### src/sv/slst_pkg.sv
package slst_pkg;

    localparam int unsigned MaxStagesDefault = 16;
    localparam int unsigned CountW = 32;
    localparam int unsigned LatW = 31;
    localparam int unsigned SampleW = 32;
    localparam int unsigned IdxW = 4;
    localparam int unsigned CfgW = 5;

    localparam logic [1:0] OpRecord = 2'd0;
    localparam logic [1:0] OpRead = 2'd1;
    localparam logic [1:0] OpClrFrame = 2'd2;
    localparam logic [1:0] OpClrAll = 2'd3;

    localparam logic [1:0] StOk = 2'd0;
    localparam logic [1:0] StBadStage = 2'd1;
    localparam logic [1:0] StBadSample = 2'd2;

    typedef struct packed {
        logic [CountW-1:0] count;
        logic [LatW-1:0] mean;
        logic [LatW-1:0] min;
        logic [LatW-1:0] max;
        logic [LatW-1:0] last;
    } t_stats;

    typedef struct packed {
        logic [1:0] status;
        t_stats stats;
        logic [LatW-1:0] frame;
    } t_result;

endpackage

### src/sv/slst_if.sv
interface slst_in_if
    import slst_pkg::*;
();
    logic valid;
    logic ready;
    logic [1:0] op;
    logic [IdxW-1:0] stage_index;
    logic signed [SampleW-1:0] sample;

    modport source(output valid, op, stage_index, sample, input ready);
    modport sink(input valid, op, stage_index, sample, output ready);
endinterface

interface slst_out_if
    import slst_pkg::*;
();
    logic valid;
    logic ready;
    logic [1:0] status;
    logic [CountW-1:0] sample_count;
    logic [LatW-1:0] mean_latency;
    logic [LatW-1:0] min_latency;
    logic [LatW-1:0] max_latency;
    logic [LatW-1:0] last_latency;
    logic [LatW-1:0] frame_latency;

    modport source(output valid, status, sample_count, mean_latency, min_latency,
        max_latency, last_latency, frame_latency, input ready);
    modport sink(input valid, status, sample_count, mean_latency, min_latency,
        max_latency, last_latency, frame_latency, output ready);
endinterface

### src/sv/stage_latency_stats_table.sv
// Channel | Dir | Beat contents
// i_in    | in  | op, stage_index, sample
// o_out   | out | status, sample_count, mean/min/max/last/frame_latency
// cfg     | in  | i_cfg_we, i_cfg_data (stages_in_use)
// A record with an earlier sample also passes through the 31-step divider; any
// other item goes through accept, table read and write-back only.
// One item is in flight at a time; the output register frees the input side
// while a result waits. Reset is synchronous and clears every statistic via
// per-entry valid bits, so no clearing pass is needed.
module stage_latency_stats_table
    import slst_pkg::*;
#(
    parameter int unsigned MAX_STAGES = MaxStagesDefault
) (
    input  logic i_clk,
    input  logic i_rst_n,
    input  logic i_cfg_we,
    input  logic [CfgW-1:0] i_cfg_data,
    slst_in_if.sink i_in,
    slst_out_if.source o_out
);

    localparam int unsigned AW = (MAX_STAGES > 1) ? $clog2(MAX_STAGES) : 1;
    localparam logic [1:0] S_IDLE = 2'd0;
    localparam logic [1:0] S_READ = 2'd1;
    localparam logic [1:0] S_DIV = 2'd2;
    localparam logic [1:0] S_DONE = 2'd3;

    t_stats r_stats_mem [MAX_STAGES];
    logic [LatW-1:0] r_frame_mem [MAX_STAGES];
    logic [MAX_STAGES-1:0] r_stats_vld;
    logic [MAX_STAGES-1:0] r_frame_vld;

    logic [1:0] r_state;
    logic [CfgW-1:0] r_siu;
    logic [1:0] r_op;
    logic [IdxW-1:0] r_idx;
    logic [SampleW-1:0] r_sample;
    t_stats r_rd_stats;
    logic [LatW-1:0] r_rd_frame;
    logic r_rd_svld;
    logic r_rd_fvld;
    logic r_out_valid;
    t_result r_out;

    logic [AW+IdxW-1:0] n_wide_idx;
    logic [AW-1:0] n_addr;
    logic [AW+IdxW-1:0] n_in_wide;
    logic [AW-1:0] n_in_addr;
    logic n_stage_ok;
    logic [LatW-1:0] n_x;
    logic n_neg;
    t_stats n_ent;
    logic [LatW-1:0] n_frm;
    logic n_do_div;
    logic [LatW-1:0] n_mag;
    logic [CountW:0] n_divisor;
    logic n_div_busy;
    logic [LatW-1:0] n_quot;
    logic signed [LatW+2:0] n_mean_s;
    t_stats n_upd;
    t_result n_res;
    logic n_finish;
    logic n_accept;

    assign n_in_wide = {{AW{1'b0}}, i_in.stage_index};
    assign n_in_addr = n_in_wide[AW-1:0];
    assign n_wide_idx = {{AW{1'b0}}, r_idx};
    assign n_addr = n_wide_idx[AW-1:0];
    assign n_stage_ok = ({1'b0, r_idx} < r_siu)
        && ({{AW{1'b0}}, r_idx} < (AW+IdxW)'(MAX_STAGES));
    assign n_x = r_sample[LatW-1:0];
    assign n_neg = r_sample[SampleW-1];
    assign n_ent = r_rd_svld ? r_rd_stats : '0;
    assign n_frm = r_rd_fvld ? r_rd_frame : '0;
    assign n_accept = i_in.valid && i_in.ready;
    assign i_in.ready = r_state == S_IDLE;

    assign n_do_div = (r_op == OpRecord) && n_stage_ok && !n_neg && (n_ent.count != '0);
    assign n_mag = (n_x >= n_ent.mean) ? LatW'(n_x - n_ent.mean) : LatW'(n_ent.mean - n_x);
    assign n_divisor = {1'b0, n_ent.count} + 1'b1;

    slst_div u_div (
        .i_clk(i_clk),
        .i_rst_n(i_rst_n),
        .i_start(r_state == S_READ && n_do_div),
        .i_dividend(n_mag),
        .i_divisor(n_divisor),
        .o_busy(n_div_busy),
        .o_quotient(n_quot)
    );

    always_comb begin
        n_mean_s = (n_x >= n_ent.mean)
            ? $signed({3'b0, n_ent.mean}) + $signed({3'b0, n_quot})
            : $signed({3'b0, n_ent.mean}) - $signed({3'b0, n_quot});
        n_upd = n_ent;
        if (n_ent.count == '0) begin
            n_upd.mean = n_x;
            n_upd.min = n_x;
            n_upd.max = n_x;
        end else begin
            if (n_mean_s < 0) begin
                n_upd.mean = '0;
            end else if (n_mean_s > $signed({3'b0, {LatW{1'b1}}})) begin
                n_upd.mean = '1;
            end else begin
                n_upd.mean = n_mean_s[LatW-1:0];
            end
            if (n_x < n_ent.min) n_upd.min = n_x;
            if (n_x > n_ent.max) n_upd.max = n_x;
        end
        n_upd.last = n_x;
        if (n_ent.count != '1) n_upd.count = n_ent.count + 1'b1;

        n_res = '0;
        unique case (r_op)
            OpRecord: begin
                if (!n_stage_ok) begin
                    n_res.status = StBadStage;
                end else if (n_neg) begin
                    n_res.status = StBadSample;
                end else begin
                    n_res.stats = n_upd;
                    n_res.frame = n_x;
                end
            end
            OpRead: begin
                if (!n_stage_ok) begin
                    n_res.status = StBadStage;
                end else begin
                    n_res.stats = n_ent;
                    n_res.frame = n_frm;
                end
            end
            default: n_res.status = StOk;
        endcase
    end

    assign n_finish = (r_state == S_DONE) && (!r_out_valid || o_out.ready);

    always_ff @(posedge i_clk) begin
        if (!i_rst_n) begin
            r_state <= S_IDLE;
            r_siu <= '0;
            r_out_valid <= 1'b0;
            r_stats_vld <= '0;
            r_frame_vld <= '0;
        end else begin
            if (i_cfg_we) r_siu <= i_cfg_data;
            r_out_valid <= n_finish || (r_out_valid && !o_out.ready);
            unique case (r_state)
                S_IDLE: if (n_accept) r_state <= S_READ;
                S_READ: r_state <= n_do_div ? S_DIV : S_DONE;
                S_DIV: if (!n_div_busy) r_state <= S_DONE;
                S_DONE: begin
                    if (n_finish) begin
                        r_state <= S_IDLE;
                        if (r_op == OpRecord && n_stage_ok && !n_neg) begin
                            r_stats_vld[n_addr] <= 1'b1;
                            r_frame_vld[n_addr] <= 1'b1;
                        end
                        if (r_op == OpClrFrame) r_frame_vld <= '0;
                        if (r_op == OpClrAll) begin
                            for (int i = 0; i < MAX_STAGES; i++) begin
                                if (i < int'(r_siu)) r_stats_vld[i] <= 1'b0;
                            end
                        end
                    end
                end
                default: r_state <= S_IDLE;
            endcase
        end
    end

    always_ff @(posedge i_clk) begin
        if (n_accept) begin
            r_op <= i_in.op;
            r_idx <= i_in.stage_index;
            r_sample <= i_in.sample;
            r_rd_stats <= r_stats_mem[n_in_addr];
            r_rd_frame <= r_frame_mem[n_in_addr];
            r_rd_svld <= r_stats_vld[n_in_addr];
            r_rd_fvld <= r_frame_vld[n_in_addr];
        end
        if (n_finish) begin
            r_out <= n_res;
            if (r_op == OpRecord && n_stage_ok && !n_neg) begin
                r_stats_mem[n_addr] <= n_upd;
                r_frame_mem[n_addr] <= n_x;
            end
        end
    end

    assign o_out.valid = r_out_valid;
    assign o_out.status = r_out.status;
    assign o_out.sample_count = r_out.stats.count;
    assign o_out.mean_latency = r_out.stats.mean;
    assign o_out.min_latency = r_out.stats.min;
    assign o_out.max_latency = r_out.stats.max;
    assign o_out.last_latency = r_out.stats.last;
    assign o_out.frame_latency = r_out.frame;

endmodule

### src/sv/slst_div.sv
module slst_div
    import slst_pkg::*;
(
    input  logic i_clk,
    input  logic i_rst_n,
    input  logic i_start,
    input  logic [LatW-1:0] i_dividend,
    input  logic [CountW:0] i_divisor,
    output logic o_busy,
    output logic [LatW-1:0] o_quotient
);

    localparam int unsigned CntW = $clog2(LatW + 1);

    logic [CntW-1:0] r_cnt;
    logic [CountW:0] r_rem;
    logic [CountW:0] r_dvs;
    logic [LatW-1:0] r_q;
    logic [CountW+1:0] n_shift;
    logic n_ge;

    assign n_shift = {r_rem, r_q[LatW-1]};
    assign n_ge = n_shift >= {1'b0, r_dvs};

    always_ff @(posedge i_clk) begin
        if (!i_rst_n) begin
            r_cnt <= '0;
        end else if (i_start) begin
            r_cnt <= CntW'(LatW);
        end else if (r_cnt != '0) begin
            r_cnt <= r_cnt - 1'b1;
        end
    end

    always_ff @(posedge i_clk) begin
        if (i_start) begin
            r_rem <= '0;
            r_q <= i_dividend;
            r_dvs <= i_divisor;
        end else if (r_cnt != '0) begin
            r_rem <= n_ge ? (CountW+1)'(n_shift - {1'b0, r_dvs}) : n_shift[CountW:0];
            r_q <= {r_q[LatW-2:0], n_ge};
        end
    end

    assign o_busy = r_cnt != '0;
    assign o_quotient = r_q;

endmodule
### src/flat_wrapper.sv
// flat-port wrapper written by rule: the top's interface ports become plain ports
module stage_latency_stats_table_flat import slst_pkg::*;
#(
    parameter int unsigned MAX_STAGES = MaxStagesDefault
)
  (i_clk, i_rst_n, i_cfg_we, i_cfg_data, i_in_valid, i_in_op, i_in_stage_index, i_in_sample, i_in_ready, o_out_valid, o_out_status, o_out_sample_count, o_out_mean_latency, o_out_min_latency, o_out_max_latency, o_out_last_latency, o_out_frame_latency, o_out_ready);
  slst_in_if i_in_i ();
  slst_out_if o_out_i ();
  input  logic i_clk;
  input  logic i_rst_n;
  input  logic i_cfg_we;
  input  logic [CfgW-1:0] i_cfg_data;
  input wire logic [$bits(i_in_i.valid)-1:0] i_in_valid;
  input wire logic [$bits(i_in_i.op)-1:0] i_in_op;
  input wire logic [$bits(i_in_i.stage_index)-1:0] i_in_stage_index;
  input wire logic [$bits(i_in_i.sample)-1:0] i_in_sample;
  output wire logic [$bits(i_in_i.ready)-1:0] i_in_ready;
  output wire logic [$bits(o_out_i.valid)-1:0] o_out_valid;
  output wire logic [$bits(o_out_i.status)-1:0] o_out_status;
  output wire logic [$bits(o_out_i.sample_count)-1:0] o_out_sample_count;
  output wire logic [$bits(o_out_i.mean_latency)-1:0] o_out_mean_latency;
  output wire logic [$bits(o_out_i.min_latency)-1:0] o_out_min_latency;
  output wire logic [$bits(o_out_i.max_latency)-1:0] o_out_max_latency;
  output wire logic [$bits(o_out_i.last_latency)-1:0] o_out_last_latency;
  output wire logic [$bits(o_out_i.frame_latency)-1:0] o_out_frame_latency;
  input wire logic [$bits(o_out_i.ready)-1:0] o_out_ready;
  assign i_in_i.valid = i_in_valid;
  assign i_in_i.op = i_in_op;
  assign i_in_i.stage_index = i_in_stage_index;
  assign i_in_i.sample = i_in_sample;
  assign i_in_ready = i_in_i.ready;
  assign o_out_valid = o_out_i.valid;
  assign o_out_status = o_out_i.status;
  assign o_out_sample_count = o_out_i.sample_count;
  assign o_out_mean_latency = o_out_i.mean_latency;
  assign o_out_min_latency = o_out_i.min_latency;
  assign o_out_max_latency = o_out_i.max_latency;
  assign o_out_last_latency = o_out_i.last_latency;
  assign o_out_frame_latency = o_out_i.frame_latency;
  assign o_out_i.ready = o_out_ready;
  stage_latency_stats_table #(.MAX_STAGES(MAX_STAGES)) u_core (.i_clk(i_clk), .i_rst_n(i_rst_n), .i_cfg_we(i_cfg_we), .i_cfg_data(i_cfg_data), .i_in(i_in_i), .o_out(o_out_i));
endmodule
### config.mk
export PLATFORM = sky130hd
export DESIGN_NAME = stage_latency_stats_table_flat
export DESIGN_NICKNAME = d
export VERILOG_FILES = /design/src/sv/slst_pkg.sv /design/src/sv/slst_if.sv /design/src/sv/stage_latency_stats_table.sv /design/src/sv/slst_div.sv /design/src/flat_wrapper.sv
export SDC_FILE = /design/constraint.sdc
export NUM_CORES = 2
export LEC_CHECK = 0
export BUFFER_PORTS_ARGS = -buffer_cell sky130_fd_sc_hd__buf_2
export CAP_MARGIN = 20
export CORE_AREA = 2 2 600 721
export CTS_CLUSTER_DIAMETER = 200
export DETAILED_ROUTE_END_ITERATION = 7
export DIE_AREA = 0 0 602 723
export GPL_TIMING_DRIVEN = 0
export PLACE_DENSITY = 0.44
export SETUP_SLACK_MARGIN = 0.1
export SYNTH_ARGS = -nofsm -noshare
export SYNTH_HDL_FRONTEND = slang
export SYNTH_HIERARCHICAL = 1
export SYNTH_SLANG_ARGS = --single-unit
export TNS_END_PERCENT = 50
### constraint.sdc
create_clock -name i_clk -period 51.2 [get_ports i_clk]
set_input_delay 10.24 -clock i_clk [delete_from_list [all_inputs] [get_ports i_clk]]
set_output_delay 10.24 -clock i_clk [all_outputs]
set_load 0.01 [all_outputs]
==> run summary <==
post-synthesis simple-gate area fraction - 4.08%
initial antenna violation count - 47
Post-CTS Setup Bufs - 0
GRT met2 Usage - 38.8%
Clock Latency Late Sink - 1.00 ns
Clock Pin Slew Worst Setup and Hold Paths - 0.06 ns
critical path fanouts, max - 31
Final Max Slew Viols - 0
relative slew slack - 15.9%
unrepaired setup endpoints after global routing - false
ANT nets after route - 0
Die Wd - 602 um
CTS max path bufs - 4
CTS Root Cell - clkbuf_16
# IOs - 239
first-pass GRT wire length - 649 mm
post-synth top area cell - edfxtp_1
pre-CTS setup slack - 36.31 ns
gr usage total - 21.7%
hold buffers post-CTS - 0
dpl hpwl - 355 mm
MaxCap Viol Count - 0
global-route met1 utilization - 26.2%
global placement routability congestion - 0.923
Synth area leaders - edfxtp_1 (69%), mux4_2 (13%), ha_1 (1.6%)
Buffers & Inverters on Critical Path - 11
worst min-delay path class - flop to flop
arrival time worst endpoint - 14.57 ns
final setup fails - 0
via/cell ratio - 5.31
Leak Pwr - 50.9 nW
Die Y - 723 um
ys flop type - edfxtp_1
layout cells sized above 1 - 27.6%
clk sinks - 3,023
outcome - completed
Synth Cell Area - 0.128 mm2
average size of a mapped cell - 18.2 um2
post-route DRC violation count - 0
post-synthesis register bit count - 3,023
max frequency - 0.0716 GHz
Core Util, Final - 36.1%
most frequent cells in the layout - edfxtp_1 (2,945), mux4_2 (763), clkbuf_16 (340)
Adder-Cell Fraction of Synth Area - 1.77%
Reg2Reg Depth - 19
CP Data Required Time - 51.81 ns
core area - 0.429 mm2
Compound-Gate Fraction of Synth Area - 6.36%
met3 Use GR - 2.83%
PD cells - 47.4 mW/mm2
Resize count post-CTS - 0
post-synth net total - 7,243
Critical Path Sink Type - flop
CTS tree - built
post-synthesis mux area share - 14.5%
busiest grt layer - met2
DRT Wirelength - 482 mm
Syn Inst Count - 7,026
area post-placement - 0.144 mm2
Synth top area share - 69.1%
worst hold stages - 1
IO Port Bufs - 237
PnR worst setup slack - 37.23 ns
clock buffer count from CTS - 333
TritonRoute pass-1 iters - 6
Seq/Total Area, Yosys - 70.3%
DIE AREA - 0.435 mm2
Synth-to-Final Area Change - 21.2%
vias after detailed routing - 74.7k
unique cell type count in the Yosys netlist - 120
nets@finish - 8,287
async set-reset flop share out of synthesis - 0%
vias in the first global route - 76.8k
Final Hold Fails - 0
Setup TNS - 0 ns
Crit path largest cell delay - 0.82 ns
cell-by-cell trace of the critical path - buf_2 -> nor2b_1 -> nor2b_4 -> buf_12 -> buf_12 -> buf_12 -> nand2_1 -> or2_2 -> nor3_2 -> buf_6 -> buf_8 -> buf_6 -> buf_4 -> buf_4 -> buf_6 -> buf_6
largest net degree at the start of global routing - 40
worst clock skew - 0.0998 ns
Worst path slowest cell - nor3_2
Congestion Overflow GR - 0
Final period util - 27.3%
Setup Crit Path Kind - primary input to flop
row cnt - 264
commonest non-fill, non-tap cell in the layout - edfxtp_1
initial DRC count - 7,900
xor/xnor cell area share of the yosys netlist - 1.06%
Initial Util - 29.8%
Post-synth EDFFs - 2,945
CP Launch Type - primary input
Peak VDD IR - 0.0262 mV
fin crit period - 13.97 ns
Yosys warnings - 6
Crit path depth - 16
most frequent CP cell - buf_6
worst slew pin tran - 1.26 ns
average wire per standard cell - 34.2 um
H-tree levels - 5
Final Instance Area - 0.155 mm2
delay-heaviest family, CP - buffers and inverters
main combinational cell family by area after synthesis - multiplexers
flip-flops by register name (all words and copies together) (netlist names), 2 cells and up:
name and count:
u_core/n_addr 4, u_core/o_out.frame_latency 31, u_core/o_out.last_latency 31, u_core/o_out.max_latency 31, u_core/o_out.mean_latency 31, u_core/o_out.min_latency 31
u_core/o_out.sample_count 32, u_core/o_out.status 2, u_core/r_frame_mem 480, u_core/r_frame_vld 16, u_core/r_op 2, u_core/r_rd_frame 30
u_core/r_rd_stats 126, u_core/r_sample 32, u_core/r_siu 5, u_core/r_state 2, u_core/r_stats_mem 2016, u_core/r_stats_vld 16
u_core/u_div/o_quotient 31, u_core/u_div/r_cnt 5, u_core/u_div/r_dvs 33, u_core/u_div/r_rem 33
cell families (layout without fill, tap and decap cells):
family | after synthesis | after routing
fa+ha+maj | 182 | 182
buf+inv | 564 | 1878
xor+xnor | 153 | 153
flops | 3023 | 3023
other cells | 0 | 24
mux | 887 | 887
simple gates | 1071 | 1071
compound gates | 1146 | 1146
through the flow:
stage	hold WS [ns]	cells	power [mW]
finish	0.462	14100	7.35
global route	0.472	14100	7.61
CTS	0.466	14000	7.39
detailed placement	0.453	13400	4.96
global placement	0.443	13000	4.87
floorplan	0.432	7026	4.15
path summary, 6_finish.rpt:
kind	startpoint	endpoint	slack, ns
hold / removal	u_core/r_frame_vld[5]	u_core/r_frame_vld[5]	0.46
setup reg to reg	u_core/r_rd_svld	u_core/u_div/o_quotient[13]	40.66
hold reg to reg	u_core/r_frame_vld[5]	u_core/r_frame_vld[5]	0.46
setup / recovery	o_out_ready	u_core/r_stats_mem[2][118]	37.23
synthesized netlist by cell type, drive strengths merged (47+ instances only):
master	number
nand3	65
inv	155
xnor2	91
o2bb2ai	47
o21ai	217
a31oi	47
mux4	763
a22o	83
nor2	265
mux2i	72
nand4	47
nand2	335
xor2	62
dfxtp	78
a211oi	56
clkbuf	235
buf	170
mux2	52
a21o	97
edfxtp	2945
nand2b	62
a21oi	214
nor2b	67
nor3	62
ha	166
per-layer routing:
| layer | vias to the layer above | wire (um) |
|---|---|---|
| li1 | 30900 | - |
| met1 | 40400 | 187000 |
| met2 | 2711 | 248000 |
| met3 | 694 | 24800 |
| met4 | 4 | 22600 |
| met5 | - | 23 |
final cells by class:
class | count | area (um2)
Clock inverter | 198 | 1970
Timing Repair Buffer | 709 | 8860
Fill cell | 40200 | 274000
Multi-Input combinational cell | 3439 | 35600
Buffer | 406 | 1910
Sequential cell | 3023 | 90000
Tap cell | 5719 | 7160
Clock buffer | 407 | 8840
Antenna cell | 24 | 60.1
Inverter | 158 | 593
where the power goes:
part | total [mW] | switching (mW) | leakage (nW) | internal [mW]
logic | 1.79 | 1.22 | 18.2 | 0.566
clock network | 2.42 | 1.03 | 5.28 | 1.39
registers | 3.15 | 0.100 | 27.4 | 3.05
No activity file was read; power rests on OpenSTA's default activity.
